## src/rtl/core/phist_pkg.sv

```systemverilog
`default_nettype none
package phist_pkg;

  localparam int POS_BITS   = 32;
  localparam int WIDTH_BITS = 31;
  localparam int BINS_BITS  = 7;
  localparam int QUO_BITS   = 7;   // quotient range covers 0..127, enough for 64 bins
  localparam int IDXO_BITS  = 6;
  localparam int TOTAL_BITS = 16;
  localparam int SUM_BITS   = 17;
  localparam int CFG_IDX_BITS = 2;

  localparam logic [TOTAL_BITS-1:0] TOTAL_MAX = 16'hFFFF;
  localparam logic [SUM_BITS-1:0]   SUM_MAX   = 17'h1FFFF;

  localparam logic [WIDTH_BITS-1:0] WIDTH_RST  = 31'd65536;
  localparam logic [POS_BITS-1:0]   OFFSET_RST = 32'd0;
  localparam logic [BINS_BITS-1:0]  BINS_RST   = 7'd50;

  localparam logic [CFG_IDX_BITS-1:0] CFG_BIN_WIDTH   = 2'd0;
  localparam logic [CFG_IDX_BITS-1:0] CFG_LOW_OFFSET  = 2'd1;
  localparam logic [CFG_IDX_BITS-1:0] CFG_BINS_IN_USE = 2'd2;

  // bin range that one sample falls into
  typedef struct packed {
    logic                hit;
    logic [QUO_BITS-1:0] lo;
    logic [QUO_BITS-1:0] hi;
  } div_res_t;

  typedef struct packed {
    logic rd_en;
    logic wr_en;
    logic clr_all;
  } st_req_t;

endpackage
`default_nettype wire

```

## src/rtl/core/phist_div.sv

```systemverilog
`default_nettype none
module phist_div (
  input  wire logic                                clk,
  input  wire logic                                rst_n,
  input  wire logic                                start,
  input  wire logic [phist_pkg::POS_BITS-1:0]      pos,
  input  wire logic [phist_pkg::POS_BITS-1:0]      offset,
  input  wire logic [phist_pkg::WIDTH_BITS-1:0]    width,
  input  wire logic [phist_pkg::BINS_BITS-1:0]     n_bins,
  output logic                                     done,
  output phist_pkg::div_res_t                      res
);
  import phist_pkg::*;

  localparam int REM_BITS = WIDTH_BITS + QUO_BITS;

  typedef enum logic [1:0] {S_IDLE, S_ITER, S_FIN} dstate_t;

  dstate_t               st_r, st_nxt;
  logic [REM_BITS-1:0]   rem_r, rem_nxt;
  logic [REM_BITS-1:0]   dsr_r, dsr_nxt;
  logic [QUO_BITS-1:0]   quo_r, quo_nxt;
  logic [2:0]            step_r, step_nxt;
  logic                  skip_r, skip_nxt;
  logic                  w0_r, w0_nxt;
  logic                  zero_r, zero_nxt;
  logic [BINS_BITS-1:0]  n_r, n_nxt;
  logic                  done_r, done_nxt;
  div_res_t              res_r, res_nxt;

  logic [POS_BITS:0]     d_sum;
  logic                  too_big;
  logic                  ge;
  logic [QUO_BITS-1:0]   q_lo;
  logic [QUO_BITS-1:0]   q_hi;

  assign d_sum   = {pos[POS_BITS-1], pos} + {offset[POS_BITS-1], offset};
  assign too_big = {{(REM_BITS-POS_BITS-1){1'b0}}, d_sum} >= {width, {QUO_BITS{1'b0}}};
  assign ge      = rem_r >= dsr_r;

  // a remainder of zero puts the sample on the upper edge of bin q-1 as well
  assign q_lo = (rem_r == '0 && quo_r != '0) ? quo_r - 1'b1 : quo_r;
  assign q_hi = (quo_r < n_r) ? quo_r : n_r - 1'b1;

  always_comb begin
    st_nxt   = st_r;
    rem_nxt  = rem_r;
    dsr_nxt  = dsr_r;
    quo_nxt  = quo_r;
    step_nxt = step_r;
    skip_nxt = skip_r;
    w0_nxt   = w0_r;
    zero_nxt = zero_r;
    n_nxt    = n_r;
    done_nxt = 1'b0;
    res_nxt  = res_r;
    case (st_r)
      S_IDLE: begin
        if (start) begin
          rem_nxt  = {{(REM_BITS-POS_BITS-1){1'b0}}, d_sum};
          dsr_nxt  = {1'b0, width, {(QUO_BITS-1){1'b0}}};
          quo_nxt  = '0;
          step_nxt = 3'(QUO_BITS - 1);
          w0_nxt   = width == '0;
          zero_nxt = d_sum == '0;
          skip_nxt = d_sum[POS_BITS] || too_big;
          n_nxt    = n_bins;
          st_nxt   = (d_sum[POS_BITS] || too_big || width == '0) ? S_FIN : S_ITER;
        end
      end
      S_ITER: begin
        if (ge) begin
          rem_nxt = rem_r - dsr_r;
        end
        quo_nxt  = {quo_r[QUO_BITS-2:0], ge};
        dsr_nxt  = dsr_r >> 1;
        step_nxt = step_r - 3'd1;
        if (step_r == '0) begin
          st_nxt = S_FIN;
        end
      end
      S_FIN: begin
        done_nxt = 1'b1;
        st_nxt   = S_IDLE;
        if (w0_r) begin
          // zero width: every bin collapses onto one point
          res_nxt = '{hit: zero_r && n_r != '0, lo: '0, hi: n_r - 1'b1};
        end else if (skip_r) begin
          res_nxt = '{hit: 1'b0, lo: '0, hi: '0};
        end else begin
          res_nxt = '{hit: q_lo < n_r, lo: q_lo, hi: q_hi};
        end
      end
      default: st_nxt = S_IDLE;
    endcase
  end

  always_ff @(posedge clk) begin
    if (!rst_n) begin
      st_r   <= S_IDLE;
      done_r <= 1'b0;
    end else begin
      st_r   <= st_nxt;
      done_r <= done_nxt;
    end
    rem_r  <= rem_nxt;
    dsr_r  <= dsr_nxt;
    quo_r  <= quo_nxt;
    step_r <= step_nxt;
    skip_r <= skip_nxt;
    w0_r   <= w0_nxt;
    zero_r <= zero_nxt;
    n_r    <= n_nxt;
    res_r  <= res_nxt;
  end

  assign done = done_r;
  assign res  = res_r;

endmodule
`default_nettype wire

```

## src/rtl/core/phist_store.sv

```systemverilog
`default_nettype none
module phist_store #(
  parameter int NUM_BINS   = 64,
  parameter int COUNT_BITS = 16
) (
  input  wire logic                            clk,
  input  wire logic                            rst_n,
  input  wire phist_pkg::st_req_t              req,
  input  wire logic [$clog2(NUM_BINS)-1:0]     rd_addr,
  input  wire logic [$clog2(NUM_BINS)-1:0]     wr_addr,
  input  wire logic [COUNT_BITS-1:0]           wr_data,
  output logic [COUNT_BITS-1:0]                rd_data
);
  import phist_pkg::*;

  logic [COUNT_BITS-1:0] mem [NUM_BINS];
  logic [NUM_BINS-1:0]   vld_r;
  logic [COUNT_BITS-1:0] rdat_r;
  logic                  rvld_r;

  always_ff @(posedge clk) begin
    if (req.wr_en) begin
      mem[wr_addr] <= wr_data;
    end
    if (req.rd_en) begin
      rdat_r <= mem[rd_addr];
    end
  end

  // entries never written since the last readout read as zero
  always_ff @(posedge clk) begin
    if (!rst_n) begin
      vld_r  <= '0;
      rvld_r <= 1'b0;
    end else begin
      if (req.clr_all) begin
        vld_r <= '0;
      end else if (req.wr_en) begin
        vld_r[wr_addr] <= 1'b1;
      end
      if (req.rd_en) begin
        rvld_r <= vld_r[rd_addr];
      end
    end
  end

  assign rd_data = rvld_r ? rdat_r : '0;

endmodule
`default_nettype wire

```

## src/rtl/core/position_histogram_1d_top.sv

```systemverilog
`default_nettype none
// Sample beat: 7-step restoring divide for the bin index, then one memory read-modify-write
// per counted bin; the divide is skipped for zero width, below bin 0 or far past the top. A new
// sample is taken only once the previous one, and any readout it starts, is done. A last beat
// adds a readout of one result per bin in use, held by output stalls. One result register on output.
// Reset (rst_n, synchronous): registers to 65536 / 0 / 50, all counts read as zero at once.
module position_histogram_1d_top #(
  parameter int NUM_BINS   = 64,
  parameter int COUNT_BITS = 16
) (
  input  wire logic        clk,
  input  wire logic        rst_n,
  input  wire logic        in_tvalid,
  output logic             in_tready,
  input  wire logic [31:0] in_tdata,   // [31:0] position
  input  wire logic        in_tlast,   // is_last
  output logic             out_tvalid,
  input  wire logic        out_tready,
  output logic [39:0]      out_tdata,  // [5:0] bin_index, [21:6] bin_total, [38:22] running_sum
  output logic             out_tlast,  // last_bin
  input  wire logic        cfg_valid,
  output logic             cfg_ready,
  input  wire logic [1:0]  cfg_index,
  input  wire logic [31:0] cfg_data
);
  import phist_pkg::*;

  localparam int IDX_W = $clog2(NUM_BINS);
  localparam int EXT_W = (COUNT_BITS > SUM_BITS) ? COUNT_BITS : SUM_BITS;

  typedef enum logic [2:0] {
    ST_IDLE, ST_DIV, ST_CNT_RD, ST_CNT_WR, ST_RO_RD, ST_RO_EMIT
  } state_t;

  state_t                  st_r, st_nxt;
  logic [IDX_W-1:0]        cnt_r, cnt_nxt;
  logic [IDX_W-1:0]        hi_r, hi_nxt;
  logic                    last_r, last_nxt;
  logic [SUM_BITS-1:0]     sum_r, sum_nxt;
  logic                    ov_r, ov_nxt;
  logic [IDXO_BITS-1:0]    oidx_r, oidx_nxt;
  logic [TOTAL_BITS-1:0]   otot_r, otot_nxt;
  logic [SUM_BITS-1:0]     osum_r, osum_nxt;
  logic                    olast_r, olast_nxt;

  logic [WIDTH_BITS-1:0]   width_r;
  logic [POS_BITS-1:0]     offset_r;
  logic [BINS_BITS-1:0]    bins_r;
  logic [BINS_BITS-1:0]    n_eff;

  logic                    div_start;
  logic                    div_done;
  div_res_t                div_res;

  st_req_t                 sreq;
  logic [COUNT_BITS-1:0]   rdata;
  logic [COUNT_BITS-1:0]   wdata;

  logic                    out_free;
  logic [EXT_W-1:0]        cnt_ext;
  logic [TOTAL_BITS-1:0]   tot;
  logic [SUM_BITS:0]       sum_wide;
  logic [SUM_BITS-1:0]     sum_sat;
  logic                    ro_last;

  assign n_eff     = (bins_r > BINS_BITS'(NUM_BINS)) ? BINS_BITS'(NUM_BINS) : bins_r;
  assign in_tready = st_r == ST_IDLE;
  assign div_start = in_tvalid && in_tready;
  assign cfg_ready = 1'b1;

  always_ff @(posedge clk) begin
    if (!rst_n) begin
      width_r  <= WIDTH_RST;
      offset_r <= OFFSET_RST;
      bins_r   <= BINS_RST;
    end else if (cfg_valid && cfg_ready) begin
      case (cfg_index)
        CFG_BIN_WIDTH:   width_r  <= cfg_data[WIDTH_BITS-1:0];
        CFG_LOW_OFFSET:  offset_r <= cfg_data;
        CFG_BINS_IN_USE: bins_r   <= cfg_data[BINS_BITS-1:0];
        default: ;
      endcase
    end
  end

  phist_div u_div (
    .clk    (clk),
    .rst_n  (rst_n),
    .start  (div_start),
    .pos    (in_tdata),
    .offset (offset_r),
    .width  (width_r),
    .n_bins (n_eff),
    .done   (div_done),
    .res    (div_res)
  );

  phist_store #(
    .NUM_BINS   (NUM_BINS),
    .COUNT_BITS (COUNT_BITS)
  ) u_store (
    .clk     (clk),
    .rst_n   (rst_n),
    .req     (sreq),
    .rd_addr (cnt_r),
    .wr_addr (cnt_r),
    .wr_data (wdata),
    .rd_data (rdata)
  );

  // counters hold at all ones
  assign wdata = (&rdata) ? rdata : rdata + 1'b1;

  assign out_free = !ov_r || out_tready;
  assign cnt_ext  = EXT_W'(rdata);
  assign tot      = (cnt_ext > EXT_W'(TOTAL_MAX)) ? TOTAL_MAX : cnt_ext[TOTAL_BITS-1:0];
  assign sum_wide = {1'b0, sum_r} + (SUM_BITS+1)'(tot);
  assign sum_sat  = sum_wide[SUM_BITS] ? SUM_MAX : sum_wide[SUM_BITS-1:0];
  assign ro_last  = BINS_BITS'(cnt_r) + 1'b1 == n_eff;

  always_comb begin
    st_nxt    = st_r;
    cnt_nxt   = cnt_r;
    hi_nxt    = hi_r;
    last_nxt  = last_r;
    sum_nxt   = sum_r;
    ov_nxt    = ov_r && !out_tready;
    oidx_nxt  = oidx_r;
    otot_nxt  = otot_r;
    osum_nxt  = osum_r;
    olast_nxt = olast_r;
    sreq      = '{rd_en: 1'b0, wr_en: 1'b0, clr_all: 1'b0};
    case (st_r)
      ST_IDLE: begin
        if (div_start) begin
          last_nxt = in_tlast;
          st_nxt   = ST_DIV;
        end
      end
      ST_DIV: begin
        if (div_done) begin
          cnt_nxt = div_res.lo[IDX_W-1:0];
          hi_nxt  = div_res.hi[IDX_W-1:0];
          sum_nxt = '0;
          if (div_res.hit) begin
            st_nxt = ST_CNT_RD;
          end else if (last_r) begin
            cnt_nxt = '0;
            if (n_eff == '0) begin
              sreq.clr_all = 1'b1;
              st_nxt       = ST_IDLE;
            end else begin
              st_nxt = ST_RO_RD;
            end
          end else begin
            st_nxt = ST_IDLE;
          end
        end
      end
      ST_CNT_RD: begin
        sreq.rd_en = 1'b1;
        st_nxt     = ST_CNT_WR;
      end
      ST_CNT_WR: begin
        sreq.wr_en = 1'b1;
        if (cnt_r == hi_r) begin
          // a hit implies at least one bin in use, so readout always has work
          cnt_nxt = '0;
          st_nxt  = last_r ? ST_RO_RD : ST_IDLE;
        end else begin
          cnt_nxt = cnt_r + 1'b1;
          st_nxt  = ST_CNT_RD;
        end
      end
      ST_RO_RD: begin
        sreq.rd_en = 1'b1;
        st_nxt     = ST_RO_EMIT;
      end
      ST_RO_EMIT: begin
        if (out_free) begin
          ov_nxt    = 1'b1;
          oidx_nxt  = IDXO_BITS'(cnt_r);
          otot_nxt  = tot;
          osum_nxt  = sum_sat;
          olast_nxt = ro_last;
          sum_nxt   = sum_sat;
          if (ro_last) begin
            sreq.clr_all = 1'b1;
            st_nxt       = ST_IDLE;
          end else begin
            cnt_nxt = cnt_r + 1'b1;
            st_nxt  = ST_RO_RD;
          end
        end
      end
      default: st_nxt = ST_IDLE;
    endcase
  end

  always_ff @(posedge clk) begin
    if (!rst_n) begin
      st_r <= ST_IDLE;
      ov_r <= 1'b0;
    end else begin
      st_r <= st_nxt;
      ov_r <= ov_nxt;
    end
    cnt_r   <= cnt_nxt;
    hi_r    <= hi_nxt;
    last_r  <= last_nxt;
    sum_r   <= sum_nxt;
    oidx_r  <= oidx_nxt;
    otot_r  <= otot_nxt;
    osum_r  <= osum_nxt;
    olast_r <= olast_nxt;
  end

  assign out_tvalid = ov_r;
  assign out_tdata  = {1'b0, osum_r, otot_r, oidx_r};
  assign out_tlast  = olast_r;

  a_div_done_in_div: assert property (@(posedge clk) disable iff (!rst_n)
    div_done |-> st_r == ST_DIV)
    else $error("divider finished outside the divide wait");

  a_sweep_bounded: assert property (@(posedge clk) disable iff (!rst_n)
    st_r == ST_CNT_WR |-> cnt_r <= hi_r && BINS_BITS'(hi_r) < n_eff)
    else $error("count sweep ran past its range");

  a_emit_in_range: assert property (@(posedge clk) disable iff (!rst_n)
    st_r == ST_RO_EMIT |-> BINS_BITS'(cnt_r) < n_eff)
    else $error("readout bin beyond bins in use");

  a_load_only_free: assert property (@(posedge clk) disable iff (!rst_n)
    (ov_r && !out_tready) |=> $stable(out_tdata) && ov_r)
    else $error("pending result beat overwritten");

  a_ro_follows_read: assert property (@(posedge clk) disable iff (!rst_n)
    st_r == ST_RO_EMIT && !$past(st_r == ST_RO_EMIT) |-> $past(st_r == ST_RO_RD))
    else $error("readout emit without memory read");

endmodule
`default_nettype wire

```

## config.mk

```make
export PLATFORM = sky130hd
export DESIGN_NAME = position_histogram_1d_top
export DESIGN_NICKNAME = d
export VERILOG_FILES = /design/src/rtl/core/phist_pkg.sv /design/src/rtl/core/phist_div.sv /design/src/rtl/core/phist_store.sv /design/src/rtl/core/position_histogram_1d_top.sv
export SDC_FILE = /design/constraint.sdc
export NUM_CORES = 2
export LEC_CHECK = 0
export BUFFER_PORTS_ARGS = -buffer_cell sky130_fd_sc_hd__buf_4
export CORE_ASPECT_RATIO = 0.7
export CORE_UTILIZATION = 40
export CTS_CLUSTER_SIZE = 28
export DETAILED_ROUTE_END_ITERATION = 7
export PLACE_DENSITY = 0.58
export SETUP_SLACK_MARGIN = 0.15
export SYNTH_ARGS = -nofsm -noshare
export SYNTH_HDL_FRONTEND = slang
export SYNTH_SLANG_ARGS = --single-unit
```

## constraint.sdc

```tcl
create_clock -name clk -period 4.65 [get_ports clk]
set_input_delay 1.1625 -clock clk [delete_from_list [all_inputs] [get_ports clk]]
set_output_delay 1.1625 -clock clk [all_outputs]
set_load 0.005 [all_outputs]
```

# Yosys cells after proc, flatten, opt, wreduce, memory -nomap -nowiden

Memory sizes are Yosys's and may differ from the RTL's. A register that Yosys moved wholly into a read port is not among the register bits.
Cells that the tools add are included.

$add $sub $neg: 9
$lt $le $gt $ge: 8
Equal/unequal tests: 18
Multiplexer cells: 60
Bitwise operators: 2
Reduce and logical (&&, ||, !) cells: 40

Operator list:

| kind                  | count |
|---|---|
| $pmux 38 s2           | 2 |
| $mux 38               | 3 |
| $or 64x64->64         | 1 |
| $mux 17               | 3 |
| $mux 16               | 3 |
| $ge 33x38->1          | 1 |
| $ge 38x38->1          | 1 |
| $logic_not 38->1      | 1 |
| $sub 38x38->38        | 1 |
| $mux 6                | 6 |
| $pmux 17 s2           | 1 |
| $add 32x32->33        | 1 |
| $logic_not 33->1      | 1 |
| $logic_not 31->1      | 1 |
| $mux 15               | 2 |
| $mux 3                | 10 |
| $mux 7                | 4 |
| $add 17x16->18        | 1 |
| $pmux 3 s6            | 1 |
| $pmux 6 s3            | 1 |
| $reduce_and 2->1      | 9 |
| $add 16x1->16 const B | 1 |
| $gt 16x16->1 const B  | 1 |
| $reduce_and 16->1     | 1 |
| 38 further kinds      | 80 |

Register bits after elaboration: 321
Bits in writable memories: 1024
Input port bits: 72
Output and inout port bits: 44
Logic and storage cells: 166
Memories kept: 1

Memories:

| name        | depth | width | read ports | clocked after memory_dff | wr ports | line              | RTL |
|---|---|---|---|---|---|---|---|
| u_store.mem | 64    | 16    | 1          | 1                        | 1        | phist_store.sv:16 | `logic [COUNT_BITS-1:0] mem [NUM_BINS];` |

# Longest topological paths before layout

Depth after elaboration: 9
Depth in mapped cells: 18
Gate-level depth less buffers: 18

# Hierarchy

From an unflattened synthesis, not the netlist that was laid out.

Cells, all modules: 3636
Area, all modules: 59041.6 µm²

Modules (own cells, without submodules):

| module                    | times used | cells an instance | area an instance (µm²) |
|---|---|---|---|
| phist_store               | 1          | 1800              | 42162.9 |
| phist_div                 | 1          | 1128              | 9949.5 |
| position_histogram_1d_top | 1          | 708               | 6929.1 |

# Worst setup path before layout

No wires, ideal clock.

Path type: in2reg
Start: input port in_tdata[0]
End: register u_div.st_r[1]
Setup time: 0.120 ns
Arrival time: 4.552 ns
Required time: 4.530 ns
Path slack: -0.022 ns
Stages on the path: 16
Cell sequence: ha_1 > fa_1 > a21o_2 > a311oi_2 > o2111a_2 > o31ai_2 > a211o_1 > a21o_2 > and2_1 > ha_1 > a21o_1 > a211oi_1 > o21ai_0 > a21oi_1 > o21ai_1 > o31a_1

Cells in the longest elaborated chain, start to end: 7

RTL lines:

| item                             | line                            | RTL |
|---|---|---|
| start, declared                  | position_histogram_1d_top.sv:15 | `input wire logic [31:0] in_tdata,` |
| $add 32x32->33 *                 | phist_div.sv:37                 | `assign d_sum = {pos[POS_BITS-1], pos} + {offset[POS_BITS-1], offset};` |
| $ge 33x38->1                     | phist_div.sv:38                 | `assign too_big = {{(REM_BITS-POS_BITS-1){1'b0}}, d_sum} >= {width, {QUO_BITS{1'b0}}};` |
| $logic_or 1x1->1 * (2 in series) | phist_div.sv:68                 | `st_nxt = (d_sum[POS_BITS] \|\| too_big \|\| width == '0) ? S_FIN : S_ITER;` |
| $mux 2 *                         | phist_div.sv:68                 |  |
| $mux 2 *                         | phist_div.sv:59                 | `if (start) begin` |
| $pmux 2 s2 *                     | phist_div.sv:57                 | `case (st_r)` |
| end signal, assigned             | phist_div.sv:103                | `st_r <= st_nxt;` |
| end, declared                    | phist_div.sv:19                 | `dstate_t st_r, st_nxt;` |

Every way passes the cells marked *; elsewhere a longest branch is shown, timed or not. The select of a mux whose other input is x is not followed.
A chain may end at the register's enable or synchronous reset.

# Final worst setup path

Ends and elaborated chain as after synthesis.

==> implementation parameters <==
Parameter                              Value

Timing
  Final setup viols    0
  Max Fclk    225 MHz
  Relative slew slack    9.02%
  Least-Margin Pin Slew    1.35 ns
  Final-layout setup total negative slack    0 ns
  Final critical-path share of the clock period    95.7%
  Final Critical Period    4.45 ns
  Setup clock skew after layout    0.0264 ns
  Hold Fails Final Rpt    0
  Unrepaired setup endpoints after global routing    false
  Number of max-slew violations in the final report    0
  Worst hold slack    0.420 ns

Floorplan
  Cell row count    114
  Die Span X    450 µm
  Number of ports placed on the die boundary    116
  Standard cell core area    139000 µm²
  Area enclosed by the die boundary    142000 µm²
  Die Height    316 µm
  Starting Density    40.5%

Setup path
  Library cell contributing the largest single delay on the critical path    sky130_fd_sc_hd__fa_2
  Worst reg2reg path endpoint    u_div.st_r[1]
  Category of the worst setup path capture point    register
  Slowest stage delay, CP    0.40 ns
  Reg-to-Reg Start    offset_r[2]
  Crit Path Category    in -> reg
  Cell family contributing the most delay on the critical path    compound AO/OA/AOI/OAI gates
  Critical path peak fanout    4
  WP data arrival    5.08 ns
  R2r setup slk    0.33 ns
  Startpoint types    input port
  Worst endpoint required time    5.28 ns
  Ordered list of cells on the worst path    buf_4 -> ha_4 -> fa_2 -> a21o_4 -> a311oi_2 -> buf_4 -> o2111a_2 -> buf_4 -> or3_1 -> o311ai_4 -> ha_4 -> a21oi_2 -> nand3_2 -> buf_4 -> o2111ai_2 -> o211ai_1 -> a21oi_2 -> o21ai_4 -> o31a_1
  Buffers plus inverters on the worst setup path    4
  Logic depth of the worst register-to-register path    19
  Most prevalent standard cell on the critical path    sky130_fd_sc_hd__buf_4

Yosys
  Register area share after synthesis    70.1%
  Synthesized flop and latch total    1360
  Number of flops mapped to enable cells by yosys    1218
  Adder and majority cell fraction of the synthesized area    3.02%
  Xor and xnor area share after synthesis    1.67%
  Synth Warn #    0
  Synth Area in Compound Gates    15.7%
  Top cell type by total area after synthesis    sky130_fd_sc_hd__edfxtp_1
  Post-synthesis area per instance    14.2 µm²
  Fraction of the mapped netlist area in simple logic gates    6.78%
  Leading post-synthesis cells by cell area    sky130_fd_sc_hd__edfxtp_1 (65%), sky130_fd_sc_hd__dfxtp_1 (5.1%), sky130_fd_sc_hd__a22oi_1 (4.0%), sky130_fd_sc_hd__ha_1 (2.9%), sky130_fd_sc_hd__a221oi_1 (2.0%)
  Proportion of register bits with asynchronous set or reset after synthesis    0%
  Distinct cell type count of the synthesized netlist    99
  Primary FF master, synth    sky130_fd_sc_hd__edfxtp_1
  Yosys top cell area share    65.1%
  Cell area after synthesis    56200 µm²
  Net count of the mapped netlist    4153
  Multiplexer share of the synthesized area    0.332%
  Gate count after technology mapping    3947
  Dominant combinational cell family by area after synthesis    compound AO/OA/AOI/OAI gates

Route
  Drt total wl    172 mm
  Post-detailed-route wirelength per cell    27.3 µm
  Post-route DRC    0
  Iteration-0 DRC Markers    4164
  Via-per-instance ratio    5.90
  Number of antenna-violating nets in the routed design    0
  Count of TritonRoute iterations in the first routing pass    5
  Vias    37000

Pwr
  Maximum vdd drop    0.377 mV
  Leakage    23.0 nW
  Cell Pwr Density    401 nW/µm²

Placed design
  Weighted congestion reported at the end of routability-driven placement    0.924
  DPL Wire Length    114 mm
  Number of placed cells counting well taps    6039
  Number of port buffers    113
  Cell area reported after detailed placement    61700 µm²

CTS
  Hold bufs inserted after CTS    0
  TritonCTS clock tree    yes
  Clock slew at the register clock pins of the worst setup and hold paths    0.06 ns
  Clock root buffer    sky130_fd_sc_hd__clkbuf_16
  Clock Sinks    1360
  Skew-Pair Late Insertion Delay    0.75 ns
  Number of buffers on the longest clock path    3
  H-tree lvl count    4
  Number of clock buffers inserted by TritonCTS    133

GRT
  Number of antenna violations at the first check in global routing    11
  First-pass GRT wire length    246 mm
  Via count of the first global-routing pass    34700
  Overall global routing resource usage    23.8%
  Final global-route overflow total    0
  Largest net degree at the start of global routing    65

Final layout
  Most common cell after layout, fill and taps aside    sky130_fd_sc_hd__edfxtp_1
  P&R area growth vs syn    17.9%
  Antenna diode count    0
  Share of cells above drive strength 1    18.0%
  Final-stage net count    4527
  Commonest cells after routing, fill and taps aside    sky130_fd_sc_hd__edfxtp_1 (1218), sky130_fd_sc_hd__buf_4 (445), sky130_fd_sc_hd__a22oi_1 (296), sky130_fd_sc_hd__nand2_1 (294), sky130_fd_sc_hd__dfxtp_1 (140)
  FILL cells    12000
  Final core utilization    47.8%
  Post-route design area    66300 µm²
  Total area of multi-input combinational cells    16000 µm²
  Register area    39400 µm²
  Number of cells in the finished layout apart from fillers    6283

Min path
  Path class of the lowest-slack min-delay path    reg -> reg
  Worst hold start    u_div.res[2]
  Endpoint, Worst Hold    hi_r[2]
  Cell count of the worst hold path    0

Outcome
  Run status    complete, no violations

Flow run
  Count of maximum capacitance violations    0
-- logic make-up (layout without fill, tap and decap cells) --
logic type	after synthesis	count (layout)
buffers and inverters	334	814
DFF	1360	1360
xor gates and xnor gates	107	107
adders and majority gates	134	134
other	2	2
and+or+nand+nor	790	790
muxes	18	18
AOI/OAI and AO/OA	1202	1202
-- registers in the layout, indices dropped and copies added (netlist names), 2 cells and up --
register / cells
u_div.step_r: 3
u_div.n_r: 7
u_div.st_r: 2
bins_r: 7
u_div.rem_r: 38
u_store.vld_r: 64
u_store.rdat_r: 16
st_r: 3
u_div.res: 13
cnt_r: 6
oidx_r: 6
width_r: 31
u_store.mem: 1024
sum_r: 17
u_div.quo_r: 7
osum_r: 17
otot_r: 16
offset_r: 32
u_div.dsr_r: 37
hi_r: 6
-- layer usage --
| metal | share of wire (%) | routed length (µm) | vias to the layer above | track usage, % |
|---|---|---|---|---|
| met2 | 39 | 66800 | 1770 | 30.9 |
| met5 | 0.029 | 50 | - | 0 |
| met4 | 1.8 | 3140 | 8 | 5.79 |
| li1 | - | - | 16300 | - |
| met1 | 47 | 79900 | 18700 | 36.7 |
| met3 | 13 | 22000 | 196 | 9.22 |
-- how the worst max path moves through the flow --
stage / startpoint / endpoint / cells past startpoint
global placement: in_tdata[0] / u_div.st_r[1] / 17
global route: in_tdata[15] / u_div.st_r[1] / 18
detailed placement: in_tdata[0] / u_div.st_r[1] / 17
finish: in_tdata[0] / u_div.st_r[1] / 19
floorplan: in_tdata[12] / u_div.st_r[1] / 18
CTS: in_tdata[0] / u_div.st_r[1] / 17
-- what timing repair did --
| action | in CTS | in global routing |
|---|---|---|
| endpoints found under the hold margin | 0 | 0 |
| resized for setup | 4 | 39 |
| setup buffers | 0 | 3 |
| endpoints found under the setup margin | 2 | 3 |
| pin swaps | 2 | 22 |
| gates cloned | 0 | 0 |
-- Yosys cell counts, types with 68 or more instances --
cell type                  number
sky130_fd_sc_hd__nor2_1       158
sky130_fd_sc_hd__a22oi_1      296
sky130_fd_sc_hd__ha_1         131
sky130_fd_sc_hd__a31oi_1      132
sky130_fd_sc_hd__a21oi_1      112
sky130_fd_sc_hd__inv_1        106
sky130_fd_sc_hd__edfxtp_1    1218
sky130_fd_sc_hd__a221oi_1     128
sky130_fd_sc_hd__clkbuf_1     142
sky130_fd_sc_hd__dfxtp_1      142
sky130_fd_sc_hd__o21a_1        74
sky130_fd_sc_hd__o21ai_0      101
sky130_fd_sc_hd__xnor2_1       68
sky130_fd_sc_hd__nand2_1      295
sky130_fd_sc_hd__a22o_1       125
-- per-stage QoR --
stage / worst slack [ns] / power, mW
3_3_place_gp: -0.755 / 15.8
4_1_cts: 0.202 / 26.7
6_report: 0.201 / 26.6
2_1_floorplan: 0.0584 / 15.0
5_1_grt: 0.0973 / 27.4
3_5_place_dp: -0.756 / 15.8
-- cell type report --
| type | instances | area share [%] |
|---|---|---|
| inverters | 106 | 0.600 |
| flip-flops and latches | 1360 | 59.5 |
| clock inverters | 51 | 0.970 |
| repair buffers | 467 | 5.68 |
| clock buffers | 190 | 5.59 |
| multi-input cells | 2253 | 24.2 |
| well taps | 1856 | 3.50 |
-- power by group --
part	switching, mW	internal, mW	leakage (nW)
Sequential	0.125	13.4	12.7
Combinational	1.34	0.819	8.18
Clock	4.63	6.26	2.12
Total	6.09	20.5	23.0
(Power assumes the default switching activity.)
